<file path="config.mk">
export PLATFORM = sky130hd
export DESIGN_NAME = calendar_date_counter_core
export DESIGN_NICKNAME = d
export VERILOG_FILES = /design/src/design/cal_pkg.sv /design/src/design/calendar_date_counter_core.sv /design/src/design/cal_ctrl.sv /design/src/design/cal_dpath.sv
export SDC_FILE = /design/constraint.sdc
export NUM_CORES = 1
export LEC_CHECK = 0
export ABC_AREA = 0
export ABC_CLOCK_PERIOD_IN_PS = 8500
export BUFFER_PORTS_ARGS = -buffer_cell sky130_fd_sc_hd__buf_2
export CORE_UTILIZATION = 35
export DETAILED_ROUTE_END_ITERATION = 6
export GPL_TIMING_DRIVEN = 1
export MAX_ROUTING_LAYER = met4
export PLACE_DENSITY = 0.51
export SYNTH_ARGS = -nofsm -noshare
export SYNTH_HDL_FRONTEND = slang
export SYNTH_HIERARCHICAL = 1
export SYNTH_SLANG_ARGS = --single-unit
</file>
<file path="constraint.sdc">
create_clock -name clk -period 8.5 [get_ports clk]
set_clock_uncertainty 0.15 [all_clocks]
set_input_delay 2.125 -clock clk [delete_from_list [all_inputs] [get_ports clk]]
set_output_delay 2.125 -clock clk [all_outputs]
set_load 0.03 [all_outputs]
</file>
<file path="src/design/cal_pkg.sv">
// ----------------------------------------------------------------------------
// cal_pkg: shared definitions for the calendar date counter
// Operation and status codes, calendar constants, the month length and leap
// year helpers, and the command and status bundles between control and data.
// ----------------------------------------------------------------------------
package cal_pkg;

  // Width of the day counter for the advance-by-count operation.
  localparam int COUNT_WIDTH = 16;
  localparam int CNT_W       = (COUNT_WIDTH < 16) ? COUNT_WIDTH : 16;

  // Calendar limits.
  localparam logic [11:0] YEAR_MIN   = 12'd1900;
  localparam logic [11:0] YEAR_MAX   = 12'd2100;
  localparam logic [11:0] YEAR_TOP   = 12'd4095;
  localparam logic [3:0]  MONTH_JAN  = 4'd1;
  localparam logic [3:0]  MONTH_FEB  = 4'd2;
  localparam logic [3:0]  MONTH_DEC  = 4'd12;
  localparam logic [4:0]  DAY_FIRST  = 5'd1;
  localparam logic [4:0]  DAY_LAST31 = 5'd31;
  localparam logic [4:0]  FEB_LEAP   = 5'd29;

  // Operation codes.
  localparam logic [1:0] OP_SET  = 2'd0;
  localparam logic [1:0] OP_ADV1 = 2'd1;
  localparam logic [1:0] OP_ADVN = 2'd2;

  // Status codes.
  localparam logic [1:0] ST_OK        = 2'd0;
  localparam logic [1:0] ST_BAD_MONTH = 2'd1;
  localparam logic [1:0] ST_BAD_YEAR  = 2'd2;
  localparam logic [1:0] ST_BAD_DAY   = 2'd3;

  // Commands from the controller to the datapath.
  typedef struct packed {
    logic load;  // apply a new request to the date registers
    logic step;  // advance one day and decrement the counter
    logic emit;  // copy the date and status into the output register
  } cal_cmd_t;

  // Status from the datapath to the controller.
  typedef struct packed {
    logic cnt_zero_in;  // incoming day count is zero
    logic cnt_last;     // the counter holds its final day
    logic ceiling;      // date sits at the last representable day
  } cal_sts_t;

  // Nominal month lengths for a common year; codes outside 1..12 give 31.
  function automatic logic [4:0] month_len(input logic [3:0] m);
    logic [4:0] len;
    case (m)
      4'd2:                      len = 5'd28;
      4'd4, 4'd6, 4'd9, 4'd11:   len = 5'd30;
      default:                   len = 5'd31;
    endcase
    return len;
  endfunction

  // Gregorian leap rule over the full 12-bit year range. The year is a
  // multiple of 100 exactly when it is a multiple of 4 and its quarter is a
  // multiple of 25; a multiple of 400 additionally has its low four bits clear.
  function automatic logic is_leap(input logic [11:0] y);
    logic [9:0] q;
    logic       mult25;
    q      = y[11:2];
    mult25 = 1'b0;
    for (int k = 0; k <= 40; k++) begin
      if (q == 10'(k * 25)) mult25 = 1'b1;
    end
    return (y[1:0] == 2'b00) && (!mult25 || (y[3:2] == 2'b00));
  endfunction

  // Days in month m of year y.
  function automatic logic [4:0] days_in(input logic [3:0] m, input logic [11:0] y);
    logic [4:0] len;
    len = month_len(m);
    if ((m == MONTH_FEB) && is_leap(y)) len = FEB_LEAP;
    return len;
  endfunction

endpackage

</file>
<file path="src/design/calendar_date_counter_core.sv">
// ----------------------------------------------------------------------------
// calendar_date_counter_core: Gregorian date counter
// Keeps a day, month and year and serves set, advance-one-day and
// advance-by-count requests, returning the date and a status for each.
// ----------------------------------------------------------------------------
//  Channel | Direction | Carries
//  in_     | sink      | request: op in tuser, set fields and day count in tdata
//  out_    | source    | result: date after the request and its status
//
//  Set, advance-one-day and unused op requests go from acceptance through the
//  hold state to the output register; advance-by-count steps through its day
//  count, one day per cycle through the shared advance logic, stopping early
//  at the last representable date. A new request is accepted once the previous
//  result has moved to the output register, even while that result stalls.
//  Reset (rst_n low, synchronous) sets the date to 1 January 1900.
// ----------------------------------------------------------------------------
module calendar_date_counter_core
  import cal_pkg::*;
(
  input  logic        clk,
  input  logic        rst_n,
  input  logic        in_tvalid,
  output logic        in_tready,
  input  logic [39:0] in_tdata,   // set_month[3:0], set_day[8:4], set_year[20:9],
                                  // day_count[36:21], zero fill[39:37]
  input  logic [1:0]  in_tuser,   // op[1:0]
  output logic        out_tvalid,
  input  logic        out_tready,
  output logic [23:0] out_tdata   // cur_month[3:0], cur_day[8:4], cur_year[20:9],
                                  // status[22:21], zero fill[23]
);

  cal_cmd_t    cmd;
  cal_sts_t    sts;
  logic [3:0]  cur_month;
  logic [4:0]  cur_day;
  logic [11:0] cur_year;
  logic [1:0]  status;

  // Request sequencing.
  cal_ctrl u_ctrl (
    .clk        (clk),
    .rst_n      (rst_n),
    .in_tvalid  (in_tvalid),
    .in_tready  (in_tready),
    .in_op      (in_tuser),
    .out_tvalid (out_tvalid),
    .out_tready (out_tready),
    .sts        (sts),
    .cmd        (cmd)
  );

  // Date registers and arithmetic.
  cal_dpath u_dpath (
    .clk           (clk),
    .rst_n         (rst_n),
    .cmd           (cmd),
    .in_op         (in_tuser),
    .in_set_month  (in_tdata[3:0]),
    .in_set_day    (in_tdata[8:4]),
    .in_set_year   (in_tdata[20:9]),
    .in_day_count  (in_tdata[36:21]),
    .sts           (sts),
    .out_cur_month (cur_month),
    .out_cur_day   (cur_day),
    .out_cur_year  (cur_year),
    .out_status    (status)
  );

  assign out_tdata = {1'b0, status, cur_year, cur_day, cur_month};

  // Taking a request drops in_tready, so requests are never taken back to back.
  a_one_at_a_time : assert property (@(posedge clk) disable iff (!rst_n)
    (in_tvalid && in_tready) |=> !in_tready)
    else $error("request accepted while the previous one was in progress");

  // An offered result always carries a real month.
  a_month_range : assert property (@(posedge clk) disable iff (!rst_n)
    out_tvalid |-> ((cur_month >= MONTH_JAN) && (cur_month <= MONTH_DEC)))
    else $error("result month out of range");

  // An offered result never drops below the first supported year or below day 1.
  a_year_floor : assert property (@(posedge clk) disable iff (!rst_n)
    out_tvalid |-> ((cur_year >= YEAR_MIN) && (cur_day >= DAY_FIRST)))
    else $error("result year or day below its floor");

endmodule

</file>
<file path="src/design/cal_ctrl.sv">
// ----------------------------------------------------------------------------
// cal_ctrl: request sequencer for the calendar date counter
// Takes a request, runs the day counter for advance-by-count, and hands the
// finished result to the output register once it is free.
// ----------------------------------------------------------------------------
module cal_ctrl
  import cal_pkg::*;
(
  input  logic       clk,
  input  logic       rst_n,
  input  logic       in_tvalid,
  output logic       in_tready,
  input  logic [1:0] in_op,
  output logic       out_tvalid,
  input  logic       out_tready,
  input  cal_sts_t   sts,
  output cal_cmd_t   cmd
);

  localparam logic [1:0] S_IDLE  = 2'd0;
  localparam logic [1:0] S_COUNT = 2'd1;
  localparam logic [1:0] S_HOLD  = 2'd2;

  logic [1:0] state_r, state_nxt;
  logic       out_tvalid_r, out_tvalid_nxt;
  logic       accept;
  logic       out_free;

  assign in_tready  = (state_r == S_IDLE);
  assign accept     = in_tvalid && in_tready;
  assign out_free   = !out_tvalid_r || out_tready;
  assign out_tvalid = out_tvalid_r;

  // Command decode and next state.
  always_comb begin
    state_nxt = state_r;
    cmd.load  = 1'b0;
    cmd.step  = 1'b0;
    cmd.emit  = 1'b0;
    unique case (state_r)
      S_IDLE: begin
        if (accept) begin
          cmd.load = 1'b1;
          if ((in_op == OP_ADVN) && !sts.cnt_zero_in) state_nxt = S_COUNT;
          else                                       state_nxt = S_HOLD;
        end
      end
      S_COUNT: begin
        // The ceiling holds the date, so the remaining count can be dropped.
        if (sts.ceiling) begin
          state_nxt = S_HOLD;
        end else begin
          cmd.step = 1'b1;
          if (sts.cnt_last) state_nxt = S_HOLD;
        end
      end
      S_HOLD: begin
        if (out_free) begin
          cmd.emit  = 1'b1;
          state_nxt = S_IDLE;
        end
      end
      default: state_nxt = S_IDLE;
    endcase
  end

  // Output valid flag.
  always_comb begin
    out_tvalid_nxt = out_tvalid_r;
    if (cmd.emit)        out_tvalid_nxt = 1'b1;
    else if (out_tready) out_tvalid_nxt = 1'b0;
  end

  always_ff @(posedge clk) begin
    if (!rst_n) begin
      state_r      <= S_IDLE;
      out_tvalid_r <= 1'b0;
    end else begin
      state_r      <= state_nxt;
      out_tvalid_r <= out_tvalid_nxt;
    end
  end

endmodule

</file>
<file path="src/design/cal_dpath.sv">
// ----------------------------------------------------------------------------
// cal_dpath: date registers and arithmetic for the calendar date counter
// Holds day, month and year, checks set requests, advances one day per step
// and keeps the day counter and the output register.
// ----------------------------------------------------------------------------
module cal_dpath
  import cal_pkg::*;
(
  input  logic        clk,
  input  logic        rst_n,
  input  cal_cmd_t    cmd,
  input  logic [1:0]  in_op,
  input  logic [3:0]  in_set_month,
  input  logic [4:0]  in_set_day,
  input  logic [11:0] in_set_year,
  input  logic [15:0] in_day_count,
  output cal_sts_t    sts,
  output logic [3:0]  out_cur_month,
  output logic [4:0]  out_cur_day,
  output logic [11:0] out_cur_year,
  output logic [1:0]  out_status
);

  logic [3:0]       month_r, month_nxt;
  logic [4:0]       day_r, day_nxt;
  logic [11:0]      year_r, year_nxt;
  logic [1:0]       status_r, status_nxt;
  logic [CNT_W-1:0] cnt_r, cnt_nxt;
  logic [CNT_W-1:0] cnt_in;

  logic [3:0]  adv_month;
  logic [4:0]  adv_day;
  logic [11:0] adv_year;
  logic [4:0]  dim_cur;

  logic        m_ok, y_ok, d_ok, set_leap;
  logic [4:0]  dim_set;

  logic [3:0]  om_r;
  logic [4:0]  od_r;
  logic [11:0] oy_r;
  logic [1:0]  os_r;

  assign cnt_in = in_day_count[CNT_W-1:0];

  // One-day advance from the current date, carrying into month and year.
  always_comb begin
    dim_cur   = days_in(month_r, year_r);
    adv_month = month_r;
    adv_day   = day_r;
    adv_year  = year_r;
    if (day_r < dim_cur) begin
      adv_day = day_r + 5'd1;
    end else if (month_r < MONTH_DEC) begin
      adv_month = month_r + 4'd1;
      adv_day   = DAY_FIRST;
    end else if (year_r != YEAR_TOP) begin
      adv_year  = year_r + 12'd1;
      adv_month = MONTH_JAN;
      adv_day   = DAY_FIRST;
    end
  end

  // Set checks. Within 1900..2100 the only century years are 1900, 2000
  // and 2100, and of those only 2000 is a leap year.
  always_comb begin
    m_ok     = (in_set_month >= MONTH_JAN) && (in_set_month <= MONTH_DEC);
    y_ok     = (in_set_year >= YEAR_MIN) && (in_set_year <= YEAR_MAX);
    set_leap = (in_set_year[1:0] == 2'b00) && (in_set_year != YEAR_MIN)
               && (in_set_year != YEAR_MAX);
    dim_set  = month_len(in_set_month);
    if ((in_set_month == MONTH_FEB) && set_leap) dim_set = FEB_LEAP;
    d_ok     = (in_set_day >= DAY_FIRST) && (in_set_day <= dim_set);
  end

  // Next values of the date, status and counter registers.
  always_comb begin
    month_nxt  = month_r;
    day_nxt    = day_r;
    year_nxt   = year_r;
    status_nxt = status_r;
    cnt_nxt    = cnt_r;
    if (cmd.load) begin
      status_nxt = ST_OK;
      cnt_nxt    = cnt_in;
      case (in_op)
        OP_SET: begin
          if (!m_ok) begin
            status_nxt = ST_BAD_MONTH;
          end else begin
            month_nxt = in_set_month;
            if (!y_ok) begin
              status_nxt = ST_BAD_YEAR;
            end else begin
              year_nxt = in_set_year;
              if (!d_ok) status_nxt = ST_BAD_DAY;
              else       day_nxt    = in_set_day;
            end
          end
        end
        OP_ADV1: begin
          month_nxt = adv_month;
          day_nxt   = adv_day;
          year_nxt  = adv_year;
        end
        default: ;
      endcase
    end else if (cmd.step) begin
      month_nxt = adv_month;
      day_nxt   = adv_day;
      year_nxt  = adv_year;
      cnt_nxt   = cnt_r - CNT_W'(1);
    end
  end

  always_ff @(posedge clk) begin
    if (!rst_n) begin
      month_r <= MONTH_JAN;
      day_r   <= DAY_FIRST;
      year_r  <= YEAR_MIN;
    end else begin
      month_r <= month_nxt;
      day_r   <= day_nxt;
      year_r  <= year_nxt;
    end
  end

  always_ff @(posedge clk) begin
    status_r <= status_nxt;
    cnt_r    <= cnt_nxt;
  end

  // Output register, loaded when the controller hands over the result.
  always_ff @(posedge clk) begin
    if (cmd.emit) begin
      om_r <= month_r;
      od_r <= day_r;
      oy_r <= year_r;
      os_r <= status_r;
    end
  end

  assign out_cur_month = om_r;
  assign out_cur_day   = od_r;
  assign out_cur_year  = oy_r;
  assign out_status    = os_r;

  // Status back to the controller.
  assign sts.cnt_zero_in = (cnt_in == '0);
  assign sts.cnt_last    = (cnt_r == CNT_W'(1));
  assign sts.ceiling     = (year_r == YEAR_TOP) && (month_r == MONTH_DEC)
                           && (day_r >= DAY_LAST31);

endmodule
</file>
# --- Word level (Yosys, flattened, before mapping) ---
# Cells that the tools add are included.
totals:
  inputBits: 46
  regBits: 65
  output_inout_bits: 26
op_classes:
  order_cmp: 9
  addsub: 4
  muxes: 88
  eq_ne: 67
  n_reduce_logical: 33
op_table:
  columns: ["operator", "count"]
  rows:
  - ["$eq A10 B10 Y1 const B", 20]
  - ["$eq A10 B9 Y1 const B", 10]
  - ["$mux W12", 7]
  - ["$eq A10 B8 Y1 const B", 5]
  - ["$mux W1", 50]
  - ["$mux W5", 8]
  - ["$mux W16", 2]
  - ["$eq A10 B7 Y1 const B", 3]
  - ["$mux W4", 6]
  - ["$ne A12 B12 Y1 const B", 2]
  - ["$pmux W12 S2", 1]
  - ["$eq A4 B4 Y1 const B", 5]
  - ["$mux W2", 9]
  - ["$eq A16 B1 Y1 const B", 1]
  - ["$eq A4 B3 Y1 const B", 4]
  - ["$logic_not A16 Y1", 1]
  - ["$sub A16 B1 Y16 const B", 1]
  - ["$add A12 B1 Y12 const B", 1]
  - ["$eq A12 B12 Y1 const B", 1]
  - ["$ge A12 B11 Y1 const B", 1]
  - ["$le A12 B12 Y1 const B", 1]
  - ["$logic_and A1 B1 Y1", 12]
  - ["$ne A12 B11 Y1 const B", 1]
  - ["$eq A10 B5 Y1 const B", 1]
  - ["32 further kinds", 48]

# --- Logic depth before layout (Yosys ltp) ---
depth:
  word_depth: 51
  mapped_depth: 15

# --- Modules after synthesis ---
# Netlist, hierarchy kept.
by_module_without_submodules:
  columns: ["mod", "area_per_inst_um2", "instances", "cells_per_inst"]
  rows:
  - ["cal_dpath", 4398.0, 1, 508]
  - ["cal_ctrl", 207.7, 1, 22]
  - ["calendar_date_counter_core", 11.3, 1, 2]

# --- Least setup slack after synthesis ---
# No wires, ideal clock.
synth_timing:
  kind: "input-to-reg"
  from: "input in_tdata[16]"
  to: "register u_dpath.day_r[1]"
  path_buffers: 1
  setup_ns: 0.120
  arrival_ns: 4.130
  path_stages: 12
  t_required_ns: 8.230
  setup_slack_ns: 4.101
  path_cell_list: "nor4bb_1 -> nand3_1 -> o22ai_1 -> o21ai_0 -> ha_1 -> nand2_1 -> nand4_1 -> o22a_1 -> a31oi_1 -> clkbuf_1 -> nor3_1 -> o31a_1"
synth_via:
  elab_chain_len: 9
synth_rtl:
  columns: ["element", "line", "rtl"]
  rows:
  - ["start, declared", "calendar_date_counter_core.sv:24", "input logic [39:0] in_tdata,"]
  - ["$ne A12 B11 Y1", "cal_dpath.sv:69", "set_leap = (in_set_year[1:0] == 2'b00) && (in_set_year != YEAR_MIN)"]
  - ["$logic_and A1 B1 Y1", "cal_dpath.sv:69", null]
  - ["$logic_and A1 B1 Y1", "cal_dpath.sv:70", "&& (in_set_year != YEAR_MAX);"]
  - ["$logic_and A1 B1 Y1", "cal_dpath.sv:72", "if ((in_set_month == MONTH_FEB) && set_leap) dim_set = FEB_LEAP;"]
  - ["$mux W2", "cal_dpath.sv:72", null]
  - ["$le A5 B5 Y1", "cal_dpath.sv:73", "d_ok = (in_set_day >= DAY_FIRST) && (in_set_day <= dim_set);"]
  - ["$logic_and A1 B1 Y1", "cal_dpath.sv:73", null]
  - ["$ne A3 B2 Y1 (no line)", null, null]
  - ["$reduce_and A5 Y1 (no line) *", null, null]
  - ["end signal, assigned", "cal_dpath.sv:123", "day_r <= day_nxt;"]
  - ["end, declared", "cal_dpath.sv:25", "logic [4:0] day_r, day_nxt;"]
# Mark *: on every way between the ends. The rest lies on a longest branch, timed or not.
# A chain may end at the register's enable or synchronous reset.

# --- Worst setup path in the final report ---
layout_timing:
  from: "input in_tdata[2]"
  to: "register u_dpath.day_r[2]"
layout_via:
  elab_chain_len: 8
layout_rtl:
  columns: ["element", "line", "rtl"]
  rows:
  - ["$eq A4 B3 Y1 or $eq A4 B4 Y1 (tied branches)", "cal_pkg.sv:51", "case (m)"]
  - ["$reduce_or A4 Y1", "cal_pkg.sv:51", null]
  - ["$pmux W2 S2", "cal_pkg.sv:51", null]
  - ["$mux W2", "cal_dpath.sv:72", null]
  - ["$le A5 B5 Y1", "cal_dpath.sv:73", null]
  - ["$logic_and A1 B1 Y1", "cal_dpath.sv:73", null]
  - ["$ne A3 B2 Y1 (no line)", null, null]
  - ["$reduce_and A5 Y1 (no line) *", null, null]
# Marked as above.

==> metrics <==
Final min period=4870 ps; CP max stage cell=a31oi_1; worst-path fanout max=11; clock slew at reported path FFs=60 ps; Avg Cell Area, Syn=8.68 um2; fraction of layout cells with a size suffix above 1=0.177; Longest Clk Path Bufs=2; CP Class=in2reg; Tcrit/Tclk final=0.573; synth unique cells=72; cell count after synthesis=532; first-pass GRT wire length=20.7 mm; n_diodes=0; EDFF count, synth=41; power per cell area=183 nW/um2; Max Freq=0.205 GHz; FILL cells=1308; crit end category=flop; via count of the first global-routing pass=4043; post-synth top area share=0.267; Leakage=1.85 nW; setup TNS=0 ps; Starting Density=0.363; Bufs and invs on worst path=1; maximum vdd drop=0.0822 mV; clk_lat worst skew=340 ps; 1st-iter DRT viols=394; Post-Syn Nets=591; die width=117 um; DRT Pass-1 Iters=5; CP delay by family, top=compound AO/OA/AOI/OAI gates; cell accounting for the most synthesized area=edfxtp_1; Crit path largest cell delay=670 ps; floorplan row count=41; height of the die=117 um; Port Buf Inserts=67; CTS buffer count=9; Core Util, Final=0.419; largest net degree at the start of global routing=35; Ys Warns=6; Hold Fails Final Rpt=0; synthesized area=4620 um2; multi-input logic area=2670 um2; remaining antenna violation count=0; initial antenna violation count=0; FF+latch count, synth=65; final hold slack=268 ps; post-synthesis sequential area ratio=0.371; detailed placement HPWL=8.89 mm; cts repair resizes=0; Final nets=637; synth top area cells=edfxtp_1, dfxtp_1, nand2_1, o21ai_0, ha_1; Critical Path AT=4940 ps; Vias/cell=5.74; top_reg_cell synth=edfxtp_1; Via Count=4333; Post-synth ARST share=0; max_slew headroom=0.244; Post-CTS Setup Repair Bufs=0; status=complete, no violations; DRC errors left=0; Clock Sink Count=65; CP Data Required Time=8580 ps; RSZ-0062 raised after global routing=false; crit-path cells=buf_2 -> nor4b_1 -> nand2_1 -> o21ai_0 -> ha_1 -> nand2_1 -> nand4_1 -> o22a_1 -> a31oi_1 -> o21ai_0 -> a32o_1; Total Routing Usage GR=0.204; Detailed Route WL=12.8 mm; area grow syn2layout=15.4%; routability cong.=0.800; setup violators final=0; H-tree lvl count=3; grt ovf=0; Hold Buf Count CTS=0; io pins=72; routed len/inst=17.0 um; register area=1710 um2; Max Slew Vio Count=0; Max-cap violations=0; CORE AREA=12700 um2; total die area=13700 um2; Slew @ Worst Pin=1130 ps; CTS root buffer=clkbuf_16; Hold Path Class=reg2reg; CTS tree=done; Startpoint Class=primary input
through the flow:
stage | power [mW] | setup slack (ps) | std cells | cell area, um2
5_1_grt | 1.02 | 3400 | 755 | 5330
3_3_place_gp | 0.629 | 3280 | 739 | 5050
3_5_place_dp | 0.632 | 3270 | 739 | 5050
4_1_cts | 0.982 | 3610 | 755 | 5330
2_1_floorplan | 0.565 | 4100 | 532 | 4620
6_report | 0.974 | 3630 | 755 | 5330
cell families after synthesis:
logic type                 share of synthesized area
xor gates and xnor gates                      0.0285
other                                       0.000812
and+or+nand+nor                                0.327
buffers and inverters                         0.0515
AOI/OAI and AO/OA                              0.186
DFF                                            0.371
adders and majority gates                     0.0352
area by class of cell:
cell class | instances | share of cell area
multi-input cells | 410 | 0.501
flip-flops and latches | 65 | 0.321
repair buffers | 74 | 0.0728
clock buffers | 13 | 0.0488
well taps | 172 | 0.0404
inverters | 18 | 0.0127
clock inverters | 3 | 0.00329
Yosys cell counts, drive strengths merged (4+ instances only):
cell and number:
a211oi 4, and2 7, nand3b 6, o2111ai 5
and4 4, nor4 16, nand4 23, clkbuf 29
o21ai 34, dfxtp 24, edfxtp 41, o21a 4
nor2b 15, a21oi 17, nor4bb 6, nor4b 7
nand3 25, a31oi 7, xnor2 12, a31o 4
and3 7, nor3b 14, ha 13, inv 18
and3b 5, a21o 4, nor3 20, nand2b 7
o211ai 8, a32o 4, nor2 28, nand2 52
o22ai 4, buf 10
state kept, by name (all words and copies together) (netlist names):
signal,count
u_dpath/year_r,12
u_dpath/day_r,5
u_dpath/out_cur_day,5
u_ctrl/state_r,2
u_dpath/cnt_r,16
u_ctrl/out_tvalid,1
u_dpath/status_r,2
u_dpath/out_status,2
u_dpath/out_cur_year,12
u_dpath/month_r,4
u_dpath/out_cur_month,4
final timing paths:
| check | from | endpoint | slack [ps] | cells past startpoint |
|---|---|---|---|---|
| hold reg to reg | u_dpath/status_r[1] | u_dpath/out_status[1] | 270 | 0 |
| setup / recovery | in_tdata[2] | u_dpath/day_r[2] | 3630 | 11 |
| setup reg to reg | u_dpath/year_r[5] | u_dpath/year_r[5] | 3970 | 13 |
| hold / removal | u_dpath/status_r[1] | u_dpath/out_status[1] | 270 | 0 |
metal layers:
layer	GRT usage	up-vias	part of all wire
li1	-	2121	-
met1	0.271	2090	0.48
met2	0.314	102	0.46
met3	0.0330	20	0.038
met4	0.0743	0	0.017
met5	-	-	0
cell usage in the layout, fill, tap and decap left out, types with 8 or more instances in the layout:
master	synthesis	final
buf_2	4	67
nor4_1	16	16
nor3_1	20	20
o211ai_1	8	8
inv_1	18	18
edfxtp_1	41	41
a21oi_1	16	16
ha_1	13	13
o21ai_0	33	33
nand3_1	25	25
nor3b_1	10	10
dfxtp_1	24	24
nand4_1	23	23
nand2_1	51	51
xnor2_1	12	12
nor2b_1	15	14
clkbuf_16	0	9
nor2_1	28	28
where the power goes:
group / leakage, nW / total, mW / internal (mW) / switching [mW]
registers: 0.576 / 0.421 / 0.377 / 0.0445
logic: 1.14 / 0.206 / 0.0785 / 0.127
clock network: 0.136 / 0.347 / 0.212 / 0.134
total: 1.85 / 0.974 / 0.668 / 0.306
Power figures use the tool's default switching activity.
